===== config.mk =====
export PLATFORM = sky130hd
export DESIGN_NAME = m3ua_message_parser_flat
export DESIGN_NICKNAME = d
export VERILOG_FILES = /design/src/hw/rtl/m3ua_pkg.sv /design/src/hw/rtl/m3ua_in_if.sv /design/src/hw/rtl/m3ua_out_if.sv /design/src/hw/rtl/m3ua_core.sv /design/src/hw/rtl/m3ua_rfifo.sv /design/src/hw/rtl/m3ua_message_parser.sv /design/src/flat_wrapper.sv
export SDC_FILE = /design/constraint.sdc
export NUM_CORES = 1
export LEC_CHECK = 0
export ABC_AREA = 1
export BUFFER_PORTS_ARGS = -buffer_cell sky130_fd_sc_hd__buf_2
export CAP_MARGIN = 20
export CORE_ASPECT_RATIO = 1.2
export CORE_MARGIN = 2
export CORE_UTILIZATION = 45
export CTS_CLUSTER_DIAMETER = 60
export DETAILED_ROUTE_END_ITERATION = 16
export GPL_TIMING_DRIVEN = 0
export MAX_ROUTING_LAYER = met4
export PLACE_DENSITY_LB_ADDON = 0.3
export SLEW_MARGIN = 10
export SYNTH_ARGS = -nofsm -noshare
export SYNTH_HDL_FRONTEND = slang
export SYNTH_HIERARCHICAL = 1
export SYNTH_SLANG_ARGS = --single-unit

===== constraint.sdc =====
create_clock -name clk -period 5.5 [get_ports clk]
set_clock_uncertainty 0.2 [all_clocks]
set_input_delay 0.55 -clock clk [delete_from_list [all_inputs] [get_ports clk]]
set_output_delay 0.55 -clock clk [all_outputs]
set_load 0.01 [all_outputs]

===== src/hw/rtl/m3ua_pkg.sv =====
// Types, constants and message-code decode for the M3UA message parser.
package m3ua_pkg;

	localparam int MAX_PARAMETERS    = 16;
	localparam int MAX_MESSAGE_BYTES = 65535;
	localparam int HDR_BYTES         = 8;
	localparam int PCNT_W            = $clog2(MAX_PARAMETERS + 1);

	localparam int RES_DEPTH = 4;
	localparam int RES_PTR_W = $clog2(RES_DEPTH);
	localparam int RES_CNT_W = $clog2(RES_DEPTH + 1);

	localparam logic [15:0] TAG_NA = 16'h0200;
	localparam logic [15:0] TAG_RC = 16'h0006;
	localparam logic [15:0] TAG_PD = 16'h0210;

	localparam logic [7:0] CLS_MGMT  = 8'd0;
	localparam logic [7:0] CLS_XFER  = 8'd1;
	localparam logic [7:0] CLS_SSNM  = 8'd2;
	localparam logic [7:0] CLS_ASPSM = 8'd3;
	localparam logic [7:0] CLS_ASPTM = 8'd4;
	localparam logic [7:0] CLS_RKM   = 8'd9;

	localparam logic [7:0] M3UA_VERSION = 8'd1;

	typedef enum logic [2:0] {
		KIND_HEADER = 3'd0,
		KIND_NA     = 3'd1,
		KIND_RC     = 3'd2,
		KIND_PD     = 3'd3,
		KIND_END    = 3'd4
	} kind_t;

	typedef enum logic [1:0] {
		PH_HEAD  = 2'd0,
		PH_VALUE = 2'd1,
		PH_PAD   = 2'd2
	} phase_t;

	typedef struct packed {
		kind_t       kind;
		logic [7:0]  class_byte;
		logic [7:0]  type_byte;
		logic [4:0]  message_code;
		logic [31:0] param_value;
		logic [15:0] data_offset;
		logic [15:0] data_length;
		logic        detected;
		logic        last_result;
	} res_t;

	// Results produced by one accepted word: count, then up to two entries in order.
	typedef struct packed {
		logic [1:0] n;
		res_t       r0;
		res_t       r1;
	} push_t;

	// Dense code of a class/type pair, 0 when unknown.
	function automatic logic [4:0] code_of(input logic [7:0] c, input logic [7:0] t);
		logic [4:0] code;
		code = 5'd0;
		case (c)
			CLS_MGMT:  if (t <= 8'd1) code = 5'd1 + t[4:0];
			CLS_XFER:  if (t == 8'd1) code = 5'd3;
			CLS_SSNM:  if (t inside {[8'd1:8'd6]}) code = 5'd3 + t[4:0];
			CLS_ASPSM: if (t inside {[8'd1:8'd6]}) code = 5'd9 + t[4:0];
			CLS_ASPTM: if (t inside {[8'd1:8'd4]}) code = 5'd15 + t[4:0];
			CLS_RKM:   if (t inside {[8'd1:8'd4]}) code = 5'd19 + t[4:0];
			default:   code = 5'd0;
		endcase
		return code;
	endfunction

endpackage


===== src/hw/rtl/m3ua_in_if.sv =====
// Input channel: one message byte per word.
interface m3ua_in_if;
	logic       valid;
	logic       ready;
	logic [7:0] data_byte;
	logic       from_sctp_data;
	logic       last_byte;

	modport source(output valid, data_byte, from_sctp_data, last_byte, input ready);
	modport sink(input valid, data_byte, from_sctp_data, last_byte, output ready);
endinterface


===== src/hw/rtl/m3ua_out_if.sv =====
// Output channel: one parse result per word.
interface m3ua_out_if;
	logic        valid;
	logic        ready;
	logic [2:0]  kind;
	logic [7:0]  class_byte;
	logic [7:0]  type_byte;
	logic [4:0]  message_code;
	logic [31:0] param_value;
	logic [15:0] data_offset;
	logic [15:0] data_length;
	logic        detected;
	logic        last_result;

	modport source(output valid, kind, class_byte, type_byte, message_code, param_value,
		data_offset, data_length, detected, last_result, input ready);
	modport sink(input valid, kind, class_byte, type_byte, message_code, param_value,
		data_offset, data_length, detected, last_result, output ready);
endinterface


===== src/hw/rtl/m3ua_core.sv =====
// Parser state: header capture, TLV walk, end verdict; emits up to two results per byte.
module m3ua_core (
	input  logic            clk,
	input  logic            arst_n,
	input  logic            accept,
	input  logic [7:0]      data_byte,
	input  logic            from_sctp_data,
	input  logic            last_byte,
	output m3ua_pkg::push_t push
);
	import m3ua_pkg::*;

	logic [15:0]       cnt_q, cnt_d;
	logic [63:0]       hdr_q, hdr_d;
	logic              sctp_q, sctp_d;
	phase_t            phase_q, phase_d;
	logic              stop_q, stop_d;
	logic [31:0]       ph_q, ph_d;
	logic [15:0]       left_q, left_d;
	logic [31:0]       vw_q, vw_d;
	logic [PCNT_W-1:0] pcnt_q, pcnt_d;

	// shared decode
	logic              in_range, in_hdr, hdr_en, walk_en;
	logic [63:0]       hdr_shift, hdr_new;
	logic [15:0]       cnt_new;
	logic              sctp_new;
	logic [31:0]       ph_shift, vw_shift;
	logic [15:0]       plen_h, vlen_v;
	logic              vw_take, head_done, short_len, fin;
	logic [31:0]       fin_hdr, fin_vw;
	logic [15:0]       fin_plen, fin_vlen, fin_tag;
	logic [1:0]        fin_pad;
	logic [PCNT_W-1:0] pcnt_inc;
	logic              det;

	assign in_range  = cnt_q < 16'(MAX_MESSAGE_BYTES);
	assign in_hdr    = cnt_q < 16'(HDR_BYTES);
	assign hdr_en    = accept && in_range && in_hdr;
	assign walk_en   = accept && in_range && !in_hdr && !stop_q;
	assign hdr_shift = {hdr_q[55:0], data_byte};
	assign hdr_new   = hdr_en ? hdr_shift : hdr_q;
	assign cnt_new   = (accept && in_range) ? cnt_q + 16'd1 : cnt_q;
	assign sctp_new  = (accept && in_range && cnt_q == 16'd0) ? from_sctp_data : sctp_q;

	assign ph_shift  = {ph_q[23:0], data_byte};
	assign vw_shift  = {vw_q[23:0], data_byte};
	assign plen_h    = ph_shift[15:0];
	assign vlen_v    = ph_q[15:0] - 16'd4;
	assign vw_take   = (vlen_v - left_q) < 16'd4;
	assign head_done = (phase_q == PH_HEAD) && (left_q == 16'd3);
	assign short_len = plen_h < 16'd4;

	// a parameter completes on this byte
	assign fin = walk_en && ((head_done && plen_h == 16'd4) ||
		(phase_q == PH_VALUE && left_q == 16'd1));
	assign fin_hdr  = (phase_q == PH_HEAD) ? ph_shift : ph_q;
	assign fin_vw   = (phase_q == PH_HEAD) ? 32'd0 : (vw_take ? vw_shift : vw_q);
	assign fin_plen = fin_hdr[15:0];
	assign fin_tag  = fin_hdr[31:16];
	assign fin_vlen = fin_plen - 16'd4;
	assign fin_pad  = 2'd0 - fin_plen[1:0];
	assign pcnt_inc = pcnt_q + PCNT_W'(1);

	assign det = sctp_new && (cnt_new >= 16'(HDR_BYTES)) &&
		(hdr_new[63:56] == M3UA_VERSION) &&
		(code_of(hdr_new[47:40], hdr_new[39:32]) != 5'd0) &&
		(hdr_new[31:0] == {16'd0, cnt_new});

	// next state
	always_comb begin
		cnt_d   = cnt_q;
		hdr_d   = hdr_q;
		sctp_d  = sctp_q;
		phase_d = phase_q;
		stop_d  = stop_q;
		ph_d    = ph_q;
		left_d  = left_q;
		vw_d    = vw_q;
		pcnt_d  = pcnt_q;
		if (accept && in_range) begin
			cnt_d  = cnt_new;
			sctp_d = sctp_new;
		end
		if (hdr_en) begin
			hdr_d = hdr_shift;
		end
		if (walk_en) begin
			case (phase_q)
				PH_HEAD: begin
					ph_d   = ph_shift;
					left_d = left_q + 16'd1;
					if (head_done) begin
						if (short_len) begin
							stop_d = 1'b1;
						end else begin
							vw_d    = 32'd0;
							phase_d = PH_VALUE;
							left_d  = plen_h - 16'd4;
						end
					end
				end
				PH_VALUE: begin
					if (vw_take) vw_d = vw_shift;
					left_d = left_q - 16'd1;
				end
				PH_PAD: begin
					left_d = left_q - 16'd1;
					if (left_q == 16'd1) begin
						phase_d = PH_HEAD;
						ph_d    = 32'd0;
					end
				end
				default: begin
					phase_d = PH_HEAD;
				end
			endcase
			if (fin) begin
				pcnt_d = pcnt_inc;
				if (fin_pad != 2'd0) begin
					phase_d = PH_PAD;
					left_d  = {14'd0, fin_pad};
				end else begin
					phase_d = PH_HEAD;
					left_d  = 16'd0;
					ph_d    = 32'd0;
				end
				if (pcnt_inc >= PCNT_W'(MAX_PARAMETERS)) stop_d = 1'b1;
			end
		end
		if (accept && last_byte) begin
			cnt_d   = 16'd0;
			hdr_d   = 64'd0;
			sctp_d  = 1'b0;
			phase_d = PH_HEAD;
			stop_d  = 1'b0;
			ph_d    = 32'd0;
			left_d  = 16'd0;
			vw_d    = 32'd0;
			pcnt_d  = '0;
		end
	end

	// results
	always_comb begin
		res_t w_res, e_res;
		logic w_valid, e_valid;
		w_res   = '0;
		e_res   = '0;
		w_valid = 1'b0;
		e_valid = accept && last_byte;
		if (hdr_en && cnt_q == 16'(HDR_BYTES - 1)) begin
			w_valid            = 1'b1;
			w_res.kind         = KIND_HEADER;
			w_res.class_byte   = hdr_shift[47:40];
			w_res.type_byte    = hdr_shift[39:32];
			w_res.message_code = code_of(hdr_shift[47:40], hdr_shift[39:32]);
		end else if (fin) begin
			if (fin_tag == TAG_NA && fin_vlen >= 16'd4) begin
				w_valid           = 1'b1;
				w_res.kind        = KIND_NA;
				w_res.param_value = fin_vw;
			end else if (fin_tag == TAG_RC && fin_vlen >= 16'd4) begin
				w_valid           = 1'b1;
				w_res.kind        = KIND_RC;
				w_res.param_value = fin_vw;
			end else if (fin_tag == TAG_PD) begin
				w_valid           = 1'b1;
				w_res.kind        = KIND_PD;
				w_res.data_offset = cnt_q + 16'd1 - fin_vlen;
				w_res.data_length = fin_vlen;
			end
		end
		w_res.last_result = !e_valid;
		e_res.kind        = KIND_END;
		e_res.detected    = det;
		e_res.last_result = 1'b1;
		push.n  = {1'b0, w_valid} + {1'b0, e_valid};
		push.r0 = w_valid ? w_res : e_res;
		push.r1 = e_res;
	end

	always_ff @(posedge clk or negedge arst_n) begin
		if (!arst_n) begin
			cnt_q   <= 16'd0;
			hdr_q   <= 64'd0;
			sctp_q  <= 1'b0;
			phase_q <= PH_HEAD;
			stop_q  <= 1'b0;
			ph_q    <= 32'd0;
			left_q  <= 16'd0;
			vw_q    <= 32'd0;
			pcnt_q  <= '0;
		end else begin
			cnt_q   <= cnt_d;
			hdr_q   <= hdr_d;
			sctp_q  <= sctp_d;
			phase_q <= phase_d;
			stop_q  <= stop_d;
			ph_q    <= ph_d;
			left_q  <= left_d;
			vw_q    <= vw_d;
			pcnt_q  <= pcnt_d;
		end
	end

endmodule


===== src/hw/rtl/m3ua_rfifo.sv =====
// Small result queue: takes up to two results a cycle, hands out one while pop_ready is high.
module m3ua_rfifo (
	input  logic            clk,
	input  logic            arst_n,
	input  m3ua_pkg::push_t push,
	output logic            room,
	input  logic            pop_ready,
	output logic            head_valid,
	output m3ua_pkg::res_t  head
);
	import m3ua_pkg::*;

	res_t                 mem [RES_DEPTH];
	logic [RES_PTR_W-1:0] wp_q, rp_q;
	logic [RES_CNT_W-1:0] cnt_q;
	logic                 pop;

	assign head_valid = cnt_q != '0;
	assign head       = mem[rp_q];
	assign pop        = head_valid && pop_ready;
	assign room       = cnt_q <= RES_CNT_W'(RES_DEPTH - 2);

	always_ff @(posedge clk) begin
		if (push.n != 2'd0) mem[wp_q] <= push.r0;
		if (push.n == 2'd2) mem[RES_PTR_W'(wp_q + 1'b1)] <= push.r1;
	end

	always_ff @(posedge clk or negedge arst_n) begin
		if (!arst_n) begin
			wp_q  <= '0;
			rp_q  <= '0;
			cnt_q <= '0;
		end else begin
			wp_q  <= RES_PTR_W'(wp_q + push.n);
			rp_q  <= RES_PTR_W'(rp_q + pop);
			cnt_q <= RES_CNT_W'(cnt_q + RES_CNT_W'(push.n) - RES_CNT_W'(pop));
		end
	end

endmodule


===== src/hw/rtl/m3ua_message_parser.sv =====
// Top level of the M3UA message parser.
// Takes one M3UA message a byte per word, in wire order, at one byte per clock
// while the result queue has room, and gives results one per word: a header
// result after byte 8 (class, type, dense message code), one result per
// Network Appearance, Routing Context or Protocol Data parameter that fits
// wholly in the message (up to 16 parameters walked), and an end result with
// the detect verdict on the byte that carries last_byte. Parsing is a single
// registered pass: each accepted byte updates the parser registers and writes
// its results into a four-entry result queue in the same cycle. A byte yields
// zero, one or two results; the queue drains one per clock while the output is
// ready, and the input is held off only when the queue has fewer than two free
// entries (i.e. when the output is stalled or two-result bytes arrive faster
// than results are taken).
module m3ua_message_parser (
	input logic        clk,
	input logic        arst_n,
	m3ua_in_if.sink    msg_ch,
	m3ua_out_if.source res_ch
);
	import m3ua_pkg::*;

	logic  in_fire;
	logic  room;
	logic  head_valid;
	logic  out_ready;
	push_t push;
	res_t  head;

	// input side: byte accepted whenever the queue can take a worst-case two results
	assign msg_ch.ready = room;
	assign in_fire      = msg_ch.valid && room;
	assign out_ready    = res_ch.ready;

	m3ua_core u_core (
		.clk           (clk),
		.arst_n        (arst_n),
		.accept        (in_fire),
		.data_byte     (msg_ch.data_byte),
		.from_sctp_data(msg_ch.from_sctp_data),
		.last_byte     (msg_ch.last_byte),
		.push          (push)
	);

	// result queue doubles as the output register
	m3ua_rfifo u_rfifo (
		.clk       (clk),
		.arst_n    (arst_n),
		.push      (push),
		.room      (room),
		.pop_ready (out_ready),
		.head_valid(head_valid),
		.head      (head)
	);

	assign res_ch.valid        = head_valid;
	assign res_ch.kind         = head.kind;
	assign res_ch.class_byte   = head.class_byte;
	assign res_ch.type_byte    = head.type_byte;
	assign res_ch.message_code = head.message_code;
	assign res_ch.param_value  = head.param_value;
	assign res_ch.data_offset  = head.data_offset;
	assign res_ch.data_length  = head.data_length;
	assign res_ch.detected     = head.detected;
	assign res_ch.last_result  = head.last_result;

endmodule


===== src/flat_wrapper.sv =====
// flat-port wrapper written by rule: the top's interface ports become plain ports
module m3ua_message_parser_flat import m3ua_pkg::*;
  (clk, arst_n, msg_ch_valid, msg_ch_data_byte, msg_ch_from_sctp_data, msg_ch_last_byte, msg_ch_ready, res_ch_valid, res_ch_kind, res_ch_class_byte, res_ch_type_byte, res_ch_message_code, res_ch_param_value, res_ch_data_offset, res_ch_data_length, res_ch_detected, res_ch_last_result, res_ch_ready);
  m3ua_in_if msg_ch_i ();
  m3ua_out_if res_ch_i ();
  input logic clk;
  input logic arst_n;
  input wire logic [$bits(msg_ch_i.valid)-1:0] msg_ch_valid;
  input wire logic [$bits(msg_ch_i.data_byte)-1:0] msg_ch_data_byte;
  input wire logic [$bits(msg_ch_i.from_sctp_data)-1:0] msg_ch_from_sctp_data;
  input wire logic [$bits(msg_ch_i.last_byte)-1:0] msg_ch_last_byte;
  output wire logic [$bits(msg_ch_i.ready)-1:0] msg_ch_ready;
  output wire logic [$bits(res_ch_i.valid)-1:0] res_ch_valid;
  output wire logic [$bits(res_ch_i.kind)-1:0] res_ch_kind;
  output wire logic [$bits(res_ch_i.class_byte)-1:0] res_ch_class_byte;
  output wire logic [$bits(res_ch_i.type_byte)-1:0] res_ch_type_byte;
  output wire logic [$bits(res_ch_i.message_code)-1:0] res_ch_message_code;
  output wire logic [$bits(res_ch_i.param_value)-1:0] res_ch_param_value;
  output wire logic [$bits(res_ch_i.data_offset)-1:0] res_ch_data_offset;
  output wire logic [$bits(res_ch_i.data_length)-1:0] res_ch_data_length;
  output wire logic [$bits(res_ch_i.detected)-1:0] res_ch_detected;
  output wire logic [$bits(res_ch_i.last_result)-1:0] res_ch_last_result;
  input wire logic [$bits(res_ch_i.ready)-1:0] res_ch_ready;
  assign msg_ch_i.valid = msg_ch_valid;
  assign msg_ch_i.data_byte = msg_ch_data_byte;
  assign msg_ch_i.from_sctp_data = msg_ch_from_sctp_data;
  assign msg_ch_i.last_byte = msg_ch_last_byte;
  assign msg_ch_ready = msg_ch_i.ready;
  assign res_ch_valid = res_ch_i.valid;
  assign res_ch_kind = res_ch_i.kind;
  assign res_ch_class_byte = res_ch_i.class_byte;
  assign res_ch_type_byte = res_ch_i.type_byte;
  assign res_ch_message_code = res_ch_i.message_code;
  assign res_ch_param_value = res_ch_i.param_value;
  assign res_ch_data_offset = res_ch_i.data_offset;
  assign res_ch_data_length = res_ch_i.data_length;
  assign res_ch_detected = res_ch_i.detected;
  assign res_ch_last_result = res_ch_i.last_result;
  assign res_ch_i.ready = res_ch_ready;
  m3ua_message_parser u_core (.clk(clk), .arst_n(arst_n), .msg_ch(msg_ch_i), .res_ch(res_ch_i));
endmodule

; ---- Word-level counts from Yosys, hierarchy flattened
; Memory sizes are Yosys's and may differ from the RTL's.
; Index checks and enable logic that the tools add are counted.
[word_totals]
wordCells = 216
out_inout_bits = 92
in_bits = 14
mem_count = 1
mem_bits_rw = 360
reg_bits = 176
[op_classes]
addsub = 26
eq_ne = 30
reduce_logical = 46
n_lt_le_gt_ge = 16
n_mux = 84
[memory_table]
columns = memory, words, width, rd, rd_clocked_by_memory_dff, wr, line_no
row1 = u_core.u_rfifo.mem, 4, 90, 1, 0, 2, m3ua_rfifo.sv:13  ; res_t mem [RES_DEPTH];
[op_table]
columns = cell, n
row1 = 32-bit 2-to-1 mux, 17
row2 = 64-bit 2-to-1 mux, 4
row3 = 16-bit 2-to-1 mux, 8
row4 = 32-bit case mux with 2 select lines, 2
row5 = 90-bit 2-to-1 mux, 1
row6 = 5-bit 2-to-1 mux, 13
row7 = 5-bit case mux with 6 select lines, 2
row8 = "16-bit by 3-bit == test with 1-bit output, second input constant", 3
row9 = "16-bit by 3-bit subtractor with 16-bit output, second input constant", 3
row10 = "8-bit by 1-bit == test with 1-bit output, second input constant", 5
row11 = "16-bit by 1-bit adder with 16-bit output, second input constant", 2
row12 = "16-bit by 10-bit == test with 1-bit output, second input constant", 2
row13 = 32-bit by 16-bit == test with 1-bit output, 1
row14 = "8-bit by 2-bit == test with 1-bit output, second input constant", 4
row15 = "8-bit by 3-bit less-or-equal comparator with 1-bit output, second input constant", 4
row16 = "16-bit by 3-bit < comparator with 1-bit output, second input constant", 2
row17 = 16-bit case mux with 2 select lines, 1
row18 = 16-bit subtractor, 2
row19 = 2-bit 2-to-1 mux, 15
row20 = 1-bit logical AND, 23
row21 = 21-bit 2-to-1 mux, 1
row22 = "4-bit by 5-bit adder with 5-bit output, first input constant", 4
row23 = 1-bit 2-to-1 mux, 19
row24 = "16-bit by 1-bit == test with 1-bit output, second input constant", 1
row25 = other kinds (42), 63

; ---- Longest topological paths before layout
[depth]
depth_word = 13
ltp_mapped = 30

; ---- Hierarchy
; Netlist, hierarchy kept.
[by_module_without_submodules]
columns = module, cells_each, area_per_inst_um2, n_inst, seq_area_each_um2
row1 = m3ua_rfifo, 1908, 17973.5, 1, 10985.5
row2 = m3ua_core, 2246, 14481.4, 1, 4229.1
row3 = m3ua_message_parser, 2, 7.5, 1, 0.0

; ---- Worst setup path after synthesis
; OpenSTA, ideal clock, no wires.
[synth_timing]
kind = register to register
from = reg u_core.u_core.phase_q[0]
to = mem u_core/u_rfifo/mem[1][0] (netlist name), enable pin
path_stages_with_launch = 28
n_path_buf = 5
setup_ns = 0.451
setup_slack_ns = -0.611
synth_period_minus_slack_ns = 6.111
required_ns = 4.849
t_arrival_ns = 5.460
cell_sequence = dfrtp_1 > inv_1 > ha_1 > buf_4 > buf_2 > buf_2 > buf_2 > nand2_1 > o21ai_0 > inv_1 > ha_1 > nand2_1 > nand2_1 > nor2_1 > nand3_1 > nor2_1 > nand4_1 > nor2_1 > nand4_1 > o21ai_1 > nand2_1 > nand2_1 > nand2_1 > ha_1 > nor2_4 > nand2_4 > clkbuf_1 > nand2_1
[synth_rtl]
columns = item, line_no
row1 = from (decl), m3ua_core.sv:16  ; phase_t phase_q, phase_d;
row2 = from (signal assigned), m3ua_core.sv:198  ; phase_q <= phase_d;
row3 = to (decl), m3ua_rfifo.sv:13

==> metrics.csv <==
metric;value;unit
switching power;7890;µW
Post-synth EDFFs;360;
layout cells sized above 1;11.0;%
Crit path arrival time;5.36;ns
Hold Path Class;in -> reg;
most common cell in the netlist;nand2_1;
Die Area;74300;µm²
CTS tree;yes;
top cells by instance count after synthesis;nand2_1, o21ai_0, nor2_1;
number of fillers in the final layout;6664;
sequential area share after synthesis;46.9;%
hpwl dp;68100;µm
num rows;107;
Final setup viols;0;
Max IR drop VDD;0.000253;V
Max FO, Critical Path;20;
Pint;9590;µW
combinational share of power;49.2;%
Port Buffers;105;
Slew Viols, Final;0;
Post-Syn Area;32500;µm²
sequential power share;28.7;%
Synth async-reset ratio;32.8;%
Largest stage delay, worst path;0.70;ns
max-cap violations;0;
Sw Share;45.1;%
RePlAce Congestion;0.949;
CTS HTree Levels;2;
startpoint types;flop;
total chip power;17500;µW
Final Cycle Share;95.0;%
# DRC;0;
Setup crit end kind;flop;
Slew @ Worst Pin;1.05;ns
RSZ-0062 raised after global routing;no;
Fin. Hold Viols;0;
CP required;5.64;ns
total grt overflow;0;
fin cells;5395;
TritonCTS Buffers;56;
Fmax achieved;0.191;GHz
Syn Inst Count;4156;
Die Ht;298;µm
initial core utilization;45.6;%
Netlist cell types;59;
first-pass GRT wire length;153000;µm
1st-iter DRT viols;2480;
Final nets;4506;
Final Core Density;51.7;%
clock power share;22.2;%
CTS max path bufs;3;
CP Cell Sequence;a21oi_1 -> nand2_1 -> inv_1 -> nand2_1 -> clkinv_1 -> buf_1 -> buf_1 -> ha_2 -> nor2_4 -> nand2_8 -> clkbuf_4 -> nand2_8 -> bufbuf_16;
Power Dens Cells;474;nW/µm²
slowest CP cell;buf_1;
DR vias/cell;5.34;
status;finished, final reports clean;
Post-synth top flop;edfxtp_1;
initial antenna violation count;0;
Synth top area share;33.3;%
core area;71200;µm²
CP Class;reg -> reg;
area leader, netlist;edfxtp_1;
leakage power;0.0156;µW
Placed Cells;5278;
syn_area_per_cell;7.81;µm²
min cycle time layout;5.22;ns
DRT Wirelength;99300;µm
I/O pins;106;
P&R area growth vs syn;13.5;%
Routed WL per cell;18.4;µm
synthesis-stage register bit count;536;
Synth Warn #;6;
Reg clk slew, reported paths;0.06;ns
DIE WIDTH;249;µm
Sink Count;536;
Slew HR;30.3;%
Tot GR Track Use;27.2;%
antenna-violating nets left;0;
clock root cell;clkbuf_16;
largest net degree at the start of global routing;97;
clock latency on the worst-skew pair;0.64;ns
number of global-route vias before repair;27500;
setup slack, reg-to-reg;0.28;ns
Detailed Routing Iterations Pass 1;7;
DR vias;28800;
top cells by area, synth;edfxtp_1, dfrtp_1, nand2_1, o21ai_0, nor2_1;
## final cells by class
class | count | area, µm² | share of cell area, %
repair buffers | 119 | 833 | 2.26
clock inverters | 35 | 374 | 1.02
well taps | 926 | 1160 | 3.14
diodes | 1 | 2.50 | 0.00679
flip-flops and latches | 536 | 15200 | 41.3
clock buffers | 70 | 1510 | 4.11
inverters | 397 | 1490 | 4.04
multi-input cells | 3014 | 14300 | 38.9
plain buffers | 297 | 1920 | 5.21
## power groups by stage
stage / Sequential [µW] / Combinational [µW] / Clock, µW
floorplan: 4980 / 5760 / 0
global placement: 5090 / 8380 / 0
detailed placement: 5080 / 8470 / 0
CTS: 5000 / 8570 / 3930
global route: 5050 / 9590 / 4090
finish: 5010 / 8590 / 3880
## placed cells by master, fill, tap and decap left out, types with 89 or more instances in the layout
cell and count:
nor2_1 554, dfrtp_1 176, o21ai_1 120, edfxtp_1 360, clkbuf_1 105, buf_2 151, inv_1 373, o21ai_0 641
conb_1 89, nand3_1 162, nand2_1 1013, buf_4 98
## stage by stage
stage	setup slack, ns	hold WS (ns)	area [µm²]	TNS [ns]
2_1_floorplan	0.238	0.0544	32800	0
3_3_place_gp	-2.61	0.245	34500	-972.25
3_5_place_dp	-1.17	0.254	34700	-464.54
4_1_cts	0.0469	0.0377	36800	0
5_1_grt	0.00453	0.0641	36800	0
6_report	0.278	0.0570	36900	0
## metal layers
layer  global-route usage, %  routed length (µm)  vias up
met5                       -                   0        -
met4                    10.7                3780        0
met3                    3.20                7270      207
met2                    46.4               48800     1124
met1                    33.0               39400    13400
li1                        -                   -    14100
## sequential cells by signal, summed over array words and instances, names as in the netlist
name	cells
u_core/u_rfifo/mem	360
u_core/u_core/hdr_q	64
u_core/u_core/ph_q	32
u_core/u_core/vw_q	32
u_core/u_core/cnt_q	16
u_core/u_core/left_q	16
u_core/u_core/pcnt_q	5
u_core/u_rfifo/cnt_q	3
u_core/u_core/phase_q	2
u_core/u_rfifo/rp_q	2
u_core/u_rfifo/wp_q	2
u_core/u_core/sctp_q	1
u_core/u_core/stop_q	1
## logic make-up (layout without fill, tap and decap cells)
logic type                 Yosys count  count (layout)  share of synthesized area (%)
DFF                                536             536                           46.9
other                                2              90                         0.0231
xor gates and xnor gates            59              59                           1.59
and+or+nand+nor                   1891            1895                           23.9
adders and majority gates           71              71                           2.81
AOI/OAI and AO/OA                  900             900                           14.3
buffers and inverters              697             918                           10.5
## worst max-delay path, delay by kind of cell (launching register included)
kind            cells  cell delay (ns)
simple gates        5             1.03
fa+ha+maj           1             0.49
compound gates      1             0.46
flops               1             0.41
buf+inv             6             2.31
## what timing repair did
action | in CTS | in global routing
pin swaps | 4 | 1
setup buffers | 4 | 0
endpoints found under the hold margin | 96 | 0
cloned | 8 | 0
hold buffers | 2 | 0
resized for setup | 20 | 3
setup endpoints to repair | 721 | 633
## final timing paths
kind | from | endpoint | depth (start not counted)
worst max-delay path | u_core/u_rfifo/cnt_q[2] | u_core/u_rfifo/mem[3][21] | 13
worst min-delay path | msg_ch_last_byte | u_core/u_core/hdr_q[49] | 3
worst max register to register | u_core/u_rfifo/cnt_q[2] | u_core/u_rfifo/mem[3][21] | 13
worst min register to register | u_core/u_core/hdr_q[48] | u_core/u_core/hdr_q[48] | 2
max in group asynchronous | arst_n | u_core/u_core/vw_q[5] | 3
min in group asynchronous | arst_n | u_core/u_rfifo/rp_q[1] | 2
Note: power is estimated with default switching activity, not from simulation.
